**src/hdl/goc_pkg.sv**
```systemverilog
// shared types and constants for the gyro offset calibration block
package goc_pkg;

    localparam int NUM_AXES = 3;
    localparam int RAW_W    = 16;
    localparam int SUM_W    = 32;
    localparam int CNT_W    = 16;
    localparam int RATE_W   = 17;

    // rate = |corr| * 128 / 115, done as |corr| * ceil(2^30 / 115) >> 23
    localparam int RECIP_W     = 24;
    localparam int RECIP_SHIFT = 23;
    localparam int PROD_W      = RAW_W + RECIP_W;
    localparam longint RecipFull = ((64'sd1 <<< 30) + 64'sd114) / 115;
    localparam logic [RECIP_W-1:0] RATE_RECIP = RECIP_W'(RecipFull);

    // one quotient bit per step over the full sum width
    localparam int DIV_STEPS = SUM_W;
    localparam int STEP_W    = $clog2(DIV_STEPS);

    localparam logic [CNT_W-1:0] CALIB_RESET = CNT_W'(100);

    localparam int APB_AW = 2;
    localparam int APB_DW = 32;
    localparam logic [APB_AW-1:0] ADDR_CALIB = APB_AW'(0);

    typedef logic signed [RAW_W-1:0]  axis_t;
    typedef logic signed [RATE_W-1:0] rate_t;

    typedef enum logic [1:0] {
        MODE_MEAS   = 2'd0,
        MODE_START  = 2'd1,
        MODE_SAMPLE = 2'd2,
        MODE_LOAD   = 2'd3
    } mode_t;

    typedef enum logic [3:0] {
        S_IDLE,
        S_MEAS,
        S_PROD,
        S_EXEC,
        S_DIV_INIT,
        S_DIV,
        S_COMMIT,
        S_SHOW,
        S_OUT
    } state_t;

    typedef struct packed {
        logic capture;
        logic clear;
        logic accum;
        logic load;
        logic corr_raw;
        logic corr_off;
        logic prod_en;
        logic div_start;
        logic div_step;
        logic div_commit;
    } lane_ctl_t;

endpackage

```
**src/hdl/goc_if.sv**
```systemverilog
// word channels for the gyro offset calibration block
interface goc_in_if;
    logic        valid;
    logic        ready;
    logic [1:0]  mode;
    logic signed [15:0] raw_x;
    logic signed [15:0] raw_y;
    logic signed [15:0] raw_z;

    modport source (output valid, output mode, output raw_x, output raw_y, output raw_z,
                    input ready);
    modport sink   (input valid, input mode, input raw_x, input raw_y, input raw_z,
                    output ready);
endinterface

interface goc_out_if;
    logic        valid;
    logic        ready;
    logic signed [15:0] corr_x;
    logic signed [15:0] corr_y;
    logic signed [15:0] corr_z;
    logic signed [16:0] rate_x;
    logic signed [16:0] rate_y;
    logic signed [16:0] rate_z;
    logic        calib_done;

    modport source (output valid, output corr_x, output corr_y, output corr_z,
                    output rate_x, output rate_y, output rate_z, output calib_done,
                    input ready);
    modport sink   (input valid, input corr_x, input corr_y, input corr_z,
                    input rate_x, input rate_y, input rate_z, input calib_done,
                    output ready);
endinterface

```
**src/hdl/gyro_offset_calibrate.sv**
```systemverilog
// Gyro zero-offset calibration with rate conversion. One word enters on samp and one word
// leaves on res; three axis lanes work side by side and a merge stage registers the result.
// A measurement passes MEAS, PROD and OUT; start, offset load and ordinary calibration
// samples pass EXEC, SHOW and OUT; the sample that closes a calibration also passes DIV,
// where the per-lane restoring divider forms one quotient bit per cycle over the 32-bit sum.
// A finished word waits in the output register while the next sample is taken.
// calib_samples lies at byte address 0 of the APB port; a value of 0 acts as 1.
module gyro_offset_calibrate (
    input  logic                            clk,
    input  logic                            rst_n,
    goc_in_if.sink                          samp,
    goc_out_if.source                       res,
    input  logic                            psel,
    input  logic                            penable,
    input  logic                            pwrite,
    input  logic [goc_pkg::APB_AW-1:0]      paddr,
    input  logic [goc_pkg::APB_DW-1:0]      pwdata,
    output logic [goc_pkg::APB_DW-1:0]      prdata,
    output logic                            pready
);

    goc_pkg::state_t                  state_reg;
    goc_pkg::state_t                  state_next;
    goc_pkg::mode_t                   mode_reg;
    logic                             calib_reg;
    logic                             calib_next;
    logic [goc_pkg::CNT_W-1:0]        count_reg;
    logic [goc_pkg::CNT_W-1:0]        count_next;
    logic                             done_reg;
    logic                             done_next;
    logic [goc_pkg::STEP_W-1:0]       step_reg;
    logic [goc_pkg::STEP_W-1:0]       step_next;
    logic [goc_pkg::CNT_W-1:0]        calib_samples_reg;

    logic                             accept;
    logic                             cfg_write;
    logic [goc_pkg::CNT_W-1:0]        cnt_inc;
    logic [goc_pkg::CNT_W-1:0]        target;
    logic                             finish;
    logic                             out_free;
    logic                             out_load;
    goc_pkg::lane_ctl_t               ctl;

    goc_pkg::axis_t                   raw_arr  [goc_pkg::NUM_AXES];
    goc_pkg::axis_t                   corr_arr [goc_pkg::NUM_AXES];
    goc_pkg::rate_t                   rate_arr [goc_pkg::NUM_AXES];

    // configuration port
    assign pready    = 1'b1;
    assign cfg_write = psel && penable && pwrite && pready && (paddr == goc_pkg::ADDR_CALIB);
    assign prdata    = (paddr == goc_pkg::ADDR_CALIB)
                       ? goc_pkg::APB_DW'(calib_samples_reg) : '0;

    always_ff @(posedge clk or negedge rst_n)
    begin
        if (!rst_n)
        begin
            calib_samples_reg <= goc_pkg::CALIB_RESET;
        end
        else if (cfg_write)
        begin
            calib_samples_reg <= pwdata[goc_pkg::CNT_W-1:0];
        end
    end

    assign samp.ready = (state_reg == goc_pkg::S_IDLE);
    assign accept     = samp.valid && samp.ready;

    assign cnt_inc = count_reg + 1'b1;
    assign target  = (calib_samples_reg == '0) ? goc_pkg::CNT_W'(1) : calib_samples_reg;
    assign finish  = calib_reg && (cnt_inc >= target);

    // next state
    always_comb
    begin
        state_next = state_reg;
        unique case (state_reg)
            goc_pkg::S_IDLE:
            begin
                if (samp.valid)
                begin
                    state_next = (goc_pkg::mode_t'(samp.mode) == goc_pkg::MODE_MEAS)
                                 ? goc_pkg::S_MEAS : goc_pkg::S_EXEC;
                end
            end
            goc_pkg::S_MEAS:     state_next = goc_pkg::S_PROD;
            goc_pkg::S_PROD:     state_next = goc_pkg::S_OUT;
            goc_pkg::S_EXEC:
            begin
                state_next = (mode_reg == goc_pkg::MODE_SAMPLE && finish)
                             ? goc_pkg::S_DIV_INIT : goc_pkg::S_SHOW;
            end
            goc_pkg::S_DIV_INIT: state_next = goc_pkg::S_DIV;
            goc_pkg::S_DIV:
            begin
                if (step_reg == goc_pkg::STEP_W'(goc_pkg::DIV_STEPS - 1))
                begin
                    state_next = goc_pkg::S_COMMIT;
                end
            end
            goc_pkg::S_COMMIT:   state_next = goc_pkg::S_SHOW;
            goc_pkg::S_SHOW:     state_next = goc_pkg::S_OUT;
            goc_pkg::S_OUT:
            begin
                if (out_free)
                begin
                    state_next = goc_pkg::S_IDLE;
                end
            end
            default:             state_next = goc_pkg::S_IDLE;
        endcase
    end

    // outputs of the sequencer
    always_comb
    begin
        ctl         = '0;
        ctl.capture = accept;
        out_load    = 1'b0;
        unique case (state_reg)
            goc_pkg::S_MEAS:     ctl.corr_raw   = 1'b1;
            goc_pkg::S_PROD:     ctl.prod_en    = 1'b1;
            goc_pkg::S_EXEC:
            begin
                ctl.clear = (mode_reg == goc_pkg::MODE_START);
                ctl.accum = (mode_reg == goc_pkg::MODE_SAMPLE) && calib_reg;
                ctl.load  = (mode_reg == goc_pkg::MODE_LOAD);
            end
            goc_pkg::S_DIV_INIT: ctl.div_start  = 1'b1;
            goc_pkg::S_DIV:      ctl.div_step   = 1'b1;
            goc_pkg::S_COMMIT:   ctl.div_commit = 1'b1;
            goc_pkg::S_SHOW:     ctl.corr_off   = 1'b1;
            goc_pkg::S_OUT:      out_load       = out_free;
            default:             out_load       = 1'b0;
        endcase
    end

    // calibration bookkeeping
    always_comb
    begin
        calib_next = calib_reg;
        count_next = count_reg;
        done_next  = done_reg;
        step_next  = step_reg;
        if (accept)
        begin
            done_next = 1'b0;
        end
        unique case (state_reg)
            goc_pkg::S_EXEC:
            begin
                case (mode_reg)
                    goc_pkg::MODE_START:
                    begin
                        count_next = '0;
                        calib_next = 1'b1;
                    end
                    goc_pkg::MODE_SAMPLE:
                    begin
                        if (calib_reg)
                        begin
                            count_next = cnt_inc;
                            done_next  = finish;
                        end
                    end
                    goc_pkg::MODE_LOAD:
                    begin
                        calib_next = 1'b0;
                    end
                    default:
                    begin
                        calib_next = calib_reg;
                    end
                endcase
            end
            goc_pkg::S_DIV_INIT: step_next  = '0;
            goc_pkg::S_DIV:      step_next  = step_reg + 1'b1;
            goc_pkg::S_COMMIT:   calib_next = 1'b0;
            default:             step_next  = step_reg;
        endcase
    end

    always_ff @(posedge clk or negedge rst_n)
    begin
        if (!rst_n)
        begin
            state_reg <= goc_pkg::S_IDLE;
            calib_reg <= 1'b0;
            count_reg <= '0;
            done_reg  <= 1'b0;
            step_reg  <= '0;
        end
        else
        begin
            state_reg <= state_next;
            calib_reg <= calib_next;
            count_reg <= count_next;
            done_reg  <= done_next;
            step_reg  <= step_next;
        end
    end

    always_ff @(posedge clk)
    begin
        if (accept)
        begin
            mode_reg <= goc_pkg::mode_t'(samp.mode);
        end
    end

    assign raw_arr[0] = samp.raw_x;
    assign raw_arr[1] = samp.raw_y;
    assign raw_arr[2] = samp.raw_z;

    for (genvar g = 0; g < goc_pkg::NUM_AXES; g++)
    begin : g_lane
        goc_lane u_lane (
            .clk   (clk),
            .rst_n (rst_n),
            .ctl   (ctl),
            .raw   (raw_arr[g]),
            .count (count_reg),
            .corr  (corr_arr[g]),
            .rate  (rate_arr[g])
        );
    end

    goc_merge u_merge (
        .clk   (clk),
        .rst_n (rst_n),
        .load  (out_load),
        .meas  (mode_reg == goc_pkg::MODE_MEAS),
        .done  (done_reg),
        .corr  (corr_arr),
        .rate  (rate_arr),
        .free  (out_free),
        .res   (res)
    );

endmodule

```
**src/hdl/goc_lane.sv**
```systemverilog
// one axis lane: offset, calibration sum, rate scaling and serial divider
module goc_lane (
    input  logic                              clk,
    input  logic                              rst_n,
    input  goc_pkg::lane_ctl_t                ctl,
    input  goc_pkg::axis_t                    raw,
    input  logic [goc_pkg::CNT_W-1:0]         count,
    output goc_pkg::axis_t                    corr,
    output goc_pkg::rate_t                    rate
);

    goc_pkg::axis_t                    raw_reg;
    goc_pkg::axis_t                    off_reg;
    logic signed [goc_pkg::SUM_W-1:0]  sum_reg;
    goc_pkg::axis_t                    corr_reg;
    logic [goc_pkg::PROD_W-1:0]        prod_reg;
    logic                              neg_reg;
    logic [goc_pkg::SUM_W-1:0]         dq_reg;
    logic [goc_pkg::CNT_W-1:0]         rem_reg;
    logic                              sneg_reg;

    goc_pkg::axis_t                    corr_sum;
    logic [goc_pkg::RAW_W-1:0]         corr_mag;
    logic [goc_pkg::SUM_W-1:0]         sum_mag;
    logic [goc_pkg::CNT_W:0]           rem_sh;
    logic [goc_pkg::CNT_W:0]           rem_sub;
    logic                              fits;
    logic [goc_pkg::RATE_W-1:0]        rate_mag;
    logic [goc_pkg::RAW_W-1:0]         quo_low;
    goc_pkg::axis_t                    off_div;

    function automatic goc_pkg::axis_t corr_t_add(goc_pkg::axis_t a, goc_pkg::axis_t b);
        corr_t_add = a + b;
    endfunction

    always_comb
    begin
        corr_sum = corr_t_add(raw_reg, off_reg);
        corr_mag = corr_reg[goc_pkg::RAW_W-1] ? (~corr_reg + 1'b1) : corr_reg;
        sum_mag  = sum_reg[goc_pkg::SUM_W-1] ? (~sum_reg + 1'b1) : sum_reg;
        // restoring divide: bring in the next dividend bit
        rem_sh   = {rem_reg, dq_reg[goc_pkg::SUM_W-1]};
        fits     = rem_sh >= {1'b0, count};
        rem_sub  = rem_sh - {1'b0, count};
        rate_mag = prod_reg[goc_pkg::RECIP_SHIFT +: goc_pkg::RATE_W];
        rate     = neg_reg ? -$signed(rate_mag) : $signed(rate_mag);
        quo_low  = dq_reg[goc_pkg::RAW_W-1:0];
        // offset is minus the truncated average
        off_div  = sneg_reg ? $signed(quo_low) : -$signed(quo_low);
    end

    assign corr = corr_reg;

    always_ff @(posedge clk or negedge rst_n)
    begin
        if (!rst_n)
        begin
            off_reg <= '0;
            sum_reg <= '0;
        end
        else
        begin
            if (ctl.clear)
            begin
                off_reg <= '0;
                sum_reg <= '0;
            end
            else if (ctl.accum)
            begin
                sum_reg <= sum_reg + goc_pkg::SUM_W'(raw_reg);
            end
            if (ctl.load)
            begin
                off_reg <= raw_reg;
            end
            else if (ctl.div_commit)
            begin
                off_reg <= off_div;
            end
        end
    end

    always_ff @(posedge clk)
    begin
        if (ctl.capture)
        begin
            raw_reg <= raw;
        end
        if (ctl.corr_raw)
        begin
            corr_reg <= corr_sum;
        end
        else if (ctl.corr_off)
        begin
            corr_reg <= off_reg;
        end
        if (ctl.prod_en)
        begin
            prod_reg <= goc_pkg::PROD_W'(corr_mag) * goc_pkg::PROD_W'(goc_pkg::RATE_RECIP);
            neg_reg  <= corr_reg[goc_pkg::RAW_W-1];
        end
        if (ctl.div_start)
        begin
            dq_reg   <= sum_mag;
            rem_reg  <= '0;
            sneg_reg <= sum_reg[goc_pkg::SUM_W-1];
        end
        else if (ctl.div_step)
        begin
            dq_reg  <= {dq_reg[goc_pkg::SUM_W-2:0], fits};
            rem_reg <= fits ? rem_sub[goc_pkg::CNT_W-1:0] : rem_sh[goc_pkg::CNT_W-1:0];
        end
    end

endmodule

```
**src/hdl/goc_merge.sv**
```systemverilog
// merges the lane results into the registered result word
module goc_merge (
    input  logic               clk,
    input  logic               rst_n,
    input  logic               load,
    input  logic               meas,
    input  logic               done,
    input  goc_pkg::axis_t     corr [goc_pkg::NUM_AXES],
    input  goc_pkg::rate_t     rate [goc_pkg::NUM_AXES],
    output logic               free,
    goc_out_if.source          res
);

    logic               valid_reg;
    logic               valid_next;
    goc_pkg::axis_t     corr_reg [goc_pkg::NUM_AXES];
    goc_pkg::rate_t     rate_reg [goc_pkg::NUM_AXES];
    logic               done_reg;

    assign free = !valid_reg || res.ready;

    always_comb
    begin
        valid_next = valid_reg;
        if (load)
        begin
            valid_next = 1'b1;
        end
        else if (res.ready)
        begin
            valid_next = 1'b0;
        end
    end

    always_ff @(posedge clk or negedge rst_n)
    begin
        if (!rst_n)
        begin
            valid_reg <= 1'b0;
        end
        else
        begin
            valid_reg <= valid_next;
        end
    end

    always_ff @(posedge clk)
    begin
        if (load)
        begin
            for (int i = 0; i < goc_pkg::NUM_AXES; i++)
            begin
                corr_reg[i] <= corr[i];
                // rates only carry meaning on a measurement
                rate_reg[i] <= meas ? rate[i] : '0;
            end
            done_reg <= done;
        end
    end

    assign res.valid      = valid_reg;
    assign res.corr_x     = corr_reg[0];
    assign res.corr_y     = corr_reg[1];
    assign res.corr_z     = corr_reg[2];
    assign res.rate_x     = rate_reg[0];
    assign res.rate_y     = rate_reg[1];
    assign res.rate_z     = rate_reg[2];
    assign res.calib_done = done_reg;

endmodule

```
**src/flat_wrapper.sv**
```systemverilog
// flat-port wrapper written by rule: the top's interface ports become plain ports
module gyro_offset_calibrate_flat 
  (clk, rst_n, psel, penable, pwrite, paddr, pwdata, prdata, pready, samp_valid, samp_mode, samp_raw_x, samp_raw_y, samp_raw_z, samp_ready, res_valid, res_corr_x, res_corr_y, res_corr_z, res_rate_x, res_rate_y, res_rate_z, res_calib_done, res_ready);
  goc_in_if samp_i ();
  goc_out_if res_i ();
  input  logic clk;
  input  logic rst_n;
  input  logic psel;
  input  logic penable;
  input  logic pwrite;
  input  logic [goc_pkg::APB_AW-1:0] paddr;
  input  logic [goc_pkg::APB_DW-1:0] pwdata;
  output logic [goc_pkg::APB_DW-1:0] prdata;
  output logic pready;
  input wire logic [$bits(samp_i.valid)-1:0] samp_valid;
  input wire logic [$bits(samp_i.mode)-1:0] samp_mode;
  input wire logic [$bits(samp_i.raw_x)-1:0] samp_raw_x;
  input wire logic [$bits(samp_i.raw_y)-1:0] samp_raw_y;
  input wire logic [$bits(samp_i.raw_z)-1:0] samp_raw_z;
  output wire logic [$bits(samp_i.ready)-1:0] samp_ready;
  output wire logic [$bits(res_i.valid)-1:0] res_valid;
  output wire logic [$bits(res_i.corr_x)-1:0] res_corr_x;
  output wire logic [$bits(res_i.corr_y)-1:0] res_corr_y;
  output wire logic [$bits(res_i.corr_z)-1:0] res_corr_z;
  output wire logic [$bits(res_i.rate_x)-1:0] res_rate_x;
  output wire logic [$bits(res_i.rate_y)-1:0] res_rate_y;
  output wire logic [$bits(res_i.rate_z)-1:0] res_rate_z;
  output wire logic [$bits(res_i.calib_done)-1:0] res_calib_done;
  input wire logic [$bits(res_i.ready)-1:0] res_ready;
  assign samp_i.valid = samp_valid;
  assign samp_i.mode = samp_mode;
  assign samp_i.raw_x = samp_raw_x;
  assign samp_i.raw_y = samp_raw_y;
  assign samp_i.raw_z = samp_raw_z;
  assign samp_ready = samp_i.ready;
  assign res_valid = res_i.valid;
  assign res_corr_x = res_i.corr_x;
  assign res_corr_y = res_i.corr_y;
  assign res_corr_z = res_i.corr_z;
  assign res_rate_x = res_i.rate_x;
  assign res_rate_y = res_i.rate_y;
  assign res_rate_z = res_i.rate_z;
  assign res_calib_done = res_i.calib_done;
  assign res_i.ready = res_ready;
  gyro_offset_calibrate u_core (.clk(clk), .rst_n(rst_n), .samp(samp_i), .res(res_i), .psel(psel), .penable(penable), .pwrite(pwrite), .paddr(paddr), .pwdata(pwdata), .prdata(prdata), .pready(pready));
endmodule
```
**config.mk**
```make
export PLATFORM = sky130hd
export DESIGN_NAME = gyro_offset_calibrate_flat
export DESIGN_NICKNAME = d
export VERILOG_FILES = /design/src/hdl/goc_pkg.sv /design/src/hdl/goc_if.sv /design/src/hdl/gyro_offset_calibrate.sv /design/src/hdl/goc_lane.sv /design/src/hdl/goc_merge.sv /design/src/flat_wrapper.sv
export SDC_FILE = /design/constraint.sdc
export NUM_CORES = 2
export LEC_CHECK = 0
export ABC_CLOCK_PERIOD_IN_PS = 7100
export BUFFER_PORTS_ARGS = -buffer_cell sky130_fd_sc_hd__buf_2
export CORE_MARGIN = 10
export CORE_UTILIZATION = 34
export CTS_BUF_LIST = sky130_fd_sc_hd__clkbuf_8 sky130_fd_sc_hd__clkbuf_16
export DETAILED_ROUTE_END_ITERATION = 10
export PLACE_DENSITY_LB_ADDON = 0.05
export SYNTH_ARGS = -nofsm -noshare
export SYNTH_HDL_FRONTEND = slang
export SYNTH_SLANG_ARGS = --single-unit
```
**constraint.sdc**
```tcl
create_clock -name clk -period 7.1 [get_ports clk]
set_input_delay 1.42 -clock clk [delete_from_list [all_inputs] [get_ports clk]]
set_output_delay 1.42 -clock clk [all_outputs]
set_load 0.01 [all_outputs]
```
==> out/qor.yml <==
outcome: "finished with violations"
violations: "negative setup slack"
synth_edf_count: 351
grt_pass1_wl_um: 228100
ys_ff_latch: 587
start_util: 0.3427
totalWireLength_um: 144300
drt_iter0_markers: 1805
portBuffers: 192
busiest_layer: "met2"
fmax_mhz: 134.8
worst_pin_slew_ns: 1.165
track_usage: 0.1694
fill_cells: 15230
io_pins: 226
fp-row-count: 143
met2_usage: 0.2641
postPlaceCellArea_um2: 57660
grt_pass1_vias: 39400
cts_num_sinks: 587
fin_worst_skew_ns: 0.02346
syn_area_um2: 52110
core_area_um2: 152100
start_kind: "register"
cp.required_ns: 7.53
nets: 6979
synth_cells: 5391
post-route-period-util: 1.045
multi_input_area_um2: 33570
grt_overflow_total: 0
synth.largest_area_cell: "edfxtp_1"
fin_setup_tns_ns: -4.579
root_buffer: "clkbuf_16"
synth_top_area_share: 0.2023
max_slew_margin: 0.2235
area_growth_pct: 18.11
place_congestion: 0.8349
die_width_um: 411.5
use_met1: 0.2452
synthTopCellsByCount: "inv_1 (775), ha_1 (701), o21ai_0 (436), nand2_1 (420), edfxtp_1 (351)"
post-synth-top-count-cell: "inv_1"
rsz0062_at_grt: "true"
num_vias: 38590
async_flop_share: 0.3203
syn_avg_cell_area_um2: 9.667
clk_path_buf_depth: 3
post_drt_wl_per_cell_um: 18.11
synth-seq-area-share: 0.3110
dieHeight_um: 411.5
dr.pass1.iters: 5
finalSetupViolations: 30
drv_slew: 0
htreeDepth: 3
netlist_top_cells_area: "edfxtp_1 (20%), ha_1 (17%), fa_1 (12%)"
cap_violations: 0
dp_hpwl_um: 113100
grt_use_met3: 0.02528
drcViolationCount: 0
via_per_inst: 4.844
cp-end-kind: "register"
hold_path.class: "register to register"
cts_buffers: 81
drive_above_1_share: 0.1483
critPathArrivalTime_ns: 7.85
antenna_found_initial: 7
fin_area_um2: 61550
worst-path-max-fanout: 4
critPathKind: "register to register"
yosys.cell_types.count: 85
hold_viol: 0
clk_latency_ns: 0.68
detail-route-antenna-nets: 0
cts_tree: "yes"
synthFlopType: "edfxtp_1"
hold_buffers: 0
die_area_um2: 169300
fin_ws_ns: -0.3210
path_clk_slew_ns: 0.06
period_minus_slack_ns: 7.421
grt_start_max_net_pins: 111
ff_latch_area_um2: 16210
ys.warnings.count: 0
==> cell type report <==
class,instances,share of cell area
multi-input cells,3892,0.5454
flip-flops and latches,587,0.2633
repair buffers,526,0.05802
inverters,777,0.04742
well taps,2030,0.04127
clock buffers,91,0.03517
clock inverters,60,0.009229
diodes,3,0.0001220
==> path summary, 6_finish.rpt <==
path	depth (start not counted)	start	endpoint	slack, ns
min in group asynchronous	1	rst_n	u_core.g_lane[1].u_lane.sum_reg[7]$_DFFE_PN0P_	0.73
max reg2reg	24	u_core.g_lane[0].u_lane.corr[5]$_DFFE_PP_	u_core.g_lane[0].u_lane.prod_reg[39]$_DFFE_PP_	-0.32
max in group asynchronous	2	rst_n	u_core.g_lane[0].u_lane.off_reg[0]$_DFFE_PN0P_	5.29
max	24	u_core.g_lane[0].u_lane.corr[5]$_DFFE_PP_	u_core.g_lane[0].u_lane.prod_reg[39]$_DFFE_PP_	-0.32
min reg2reg	0	u_core.done_reg$_DFF_PN0_	u_core.u_merge.res.calib_done$_DFFE_PP_	0.45
min	0	u_core.done_reg$_DFF_PN0_	u_core.u_merge.res.calib_done$_DFFE_PP_	0.45
==> what timing repair did <==
item,in CTS,in global routing
setup buffers,29,16
pin swaps,80,80
resized for setup,89,91
endpoints found under the setup margin,35,47
hold endpoints to repair,0,0
==> stage by stage <==
step	setup WS [ns]	utilization	hold slack, ns	instances
2_1_floorplan	-0.2969	-	0.4253	5406
3_3_place_gp	-0.6241	0.3791	0.4317	7775
3_5_place_dp	-0.6292	0.3791	0.4474	7775
4_1_cts	-0.4434	0.4014	0.4541	7951
5_1_grt	-0.5888	0.4047	0.4824	7963
6_report	-0.3210	0.4047	0.4499	7966
==> metal layers <==
metal	up-vias	routed length, µm	share of wire
li1	19560	-	-
met1	18280	72410	0.50
met2	599	62780	0.44
met3	150	6050	0.042
met4	2	2995	0.021
met5	-	13	0.000090
==> kinds of logic (layout without fill, tap and decap cells) <==
group	after synthesis	in the layout	synth area share
AOI/OAI and AO/OA	1227	1227	0.1450
and+or+nand+nor	1160	1160	0.1046
adders and majority gates	1023	1023	0.2920
buffers and inverters	927	1454	0.06799
DFF	587	587	0.3110
xor gates and xnor gates	427	427	0.07176
muxes	38	38	0.007491
other	2	20	0.0001441
==> cells in the final DEF, fill, tap and decap left out, types with 28 or more instances in the layout <==
| cell type | netlist | routed |
|---|---|---|
| fa_1 | 322 | 311 |
| nor2b_1 | 31 | 28 |
| buf_2 | 0 | 191 |
| nand3_1 | 69 | 68 |
| xnor2_1 | 216 | 208 |
| o21a_1 | 30 | 30 |
| a22oi_1 | 47 | 47 |
| edfxtp_1 | 351 | 351 |
| xor2_1 | 211 | 207 |
| a21oi_1 | 275 | 251 |
| o21bai_1 | 33 | 33 |
| nor2_1 | 280 | 264 |
| buf_4 | 17 | 314 |
| o31ai_1 | 61 | 57 |
| nand2b_1 | 51 | 49 |
| ha_1 | 701 | 671 |
| inv_1 | 775 | 779 |
| a31oi_1 | 34 | 30 |
| dfrtp_1 | 185 | 185 |
| mux2i_1 | 30 | 30 |
| clkbuf_16 | 0 | 81 |
| a211oi_1 | 39 | 37 |
| dfxtp_1 | 48 | 48 |
| or3_1 | 30 | 28 |
| nand2_1 | 420 | 412 |
| o21ai_0 | 436 | 420 |
| a21o_1 | 102 | 102 |
| nor3_1 | 87 | 83 |
==> worst max-delay path, cell delays in order, from the launching register on <==
cell and delay (ns):
edfxtp_1 0.38, or4_4 0.55, or2_4 0.25, or4_4 0.47
o31a_1 0.36, xor2_4 0.27, ha_4 0.25, fa_1 0.51
fa_2 0.59, inv_2 0.04, fa_1 0.50, fa_1 0.44
fa_1 0.51, inv_2 0.05, ha_4 0.24, nand4_1 0.12
o21bai_1 0.10, a31oi_2 0.29, o2111ai_2 0.19, o21ai_4 0.24
nand3_4 0.11, a311oi_4 0.37, a21oi_2 0.12, a21oi_2 0.14
xor2_1 0.07
Power is left out: the tool's default activity adds up to more than one toggle a clock period on the data nets, which glitch-free logic cannot reach.
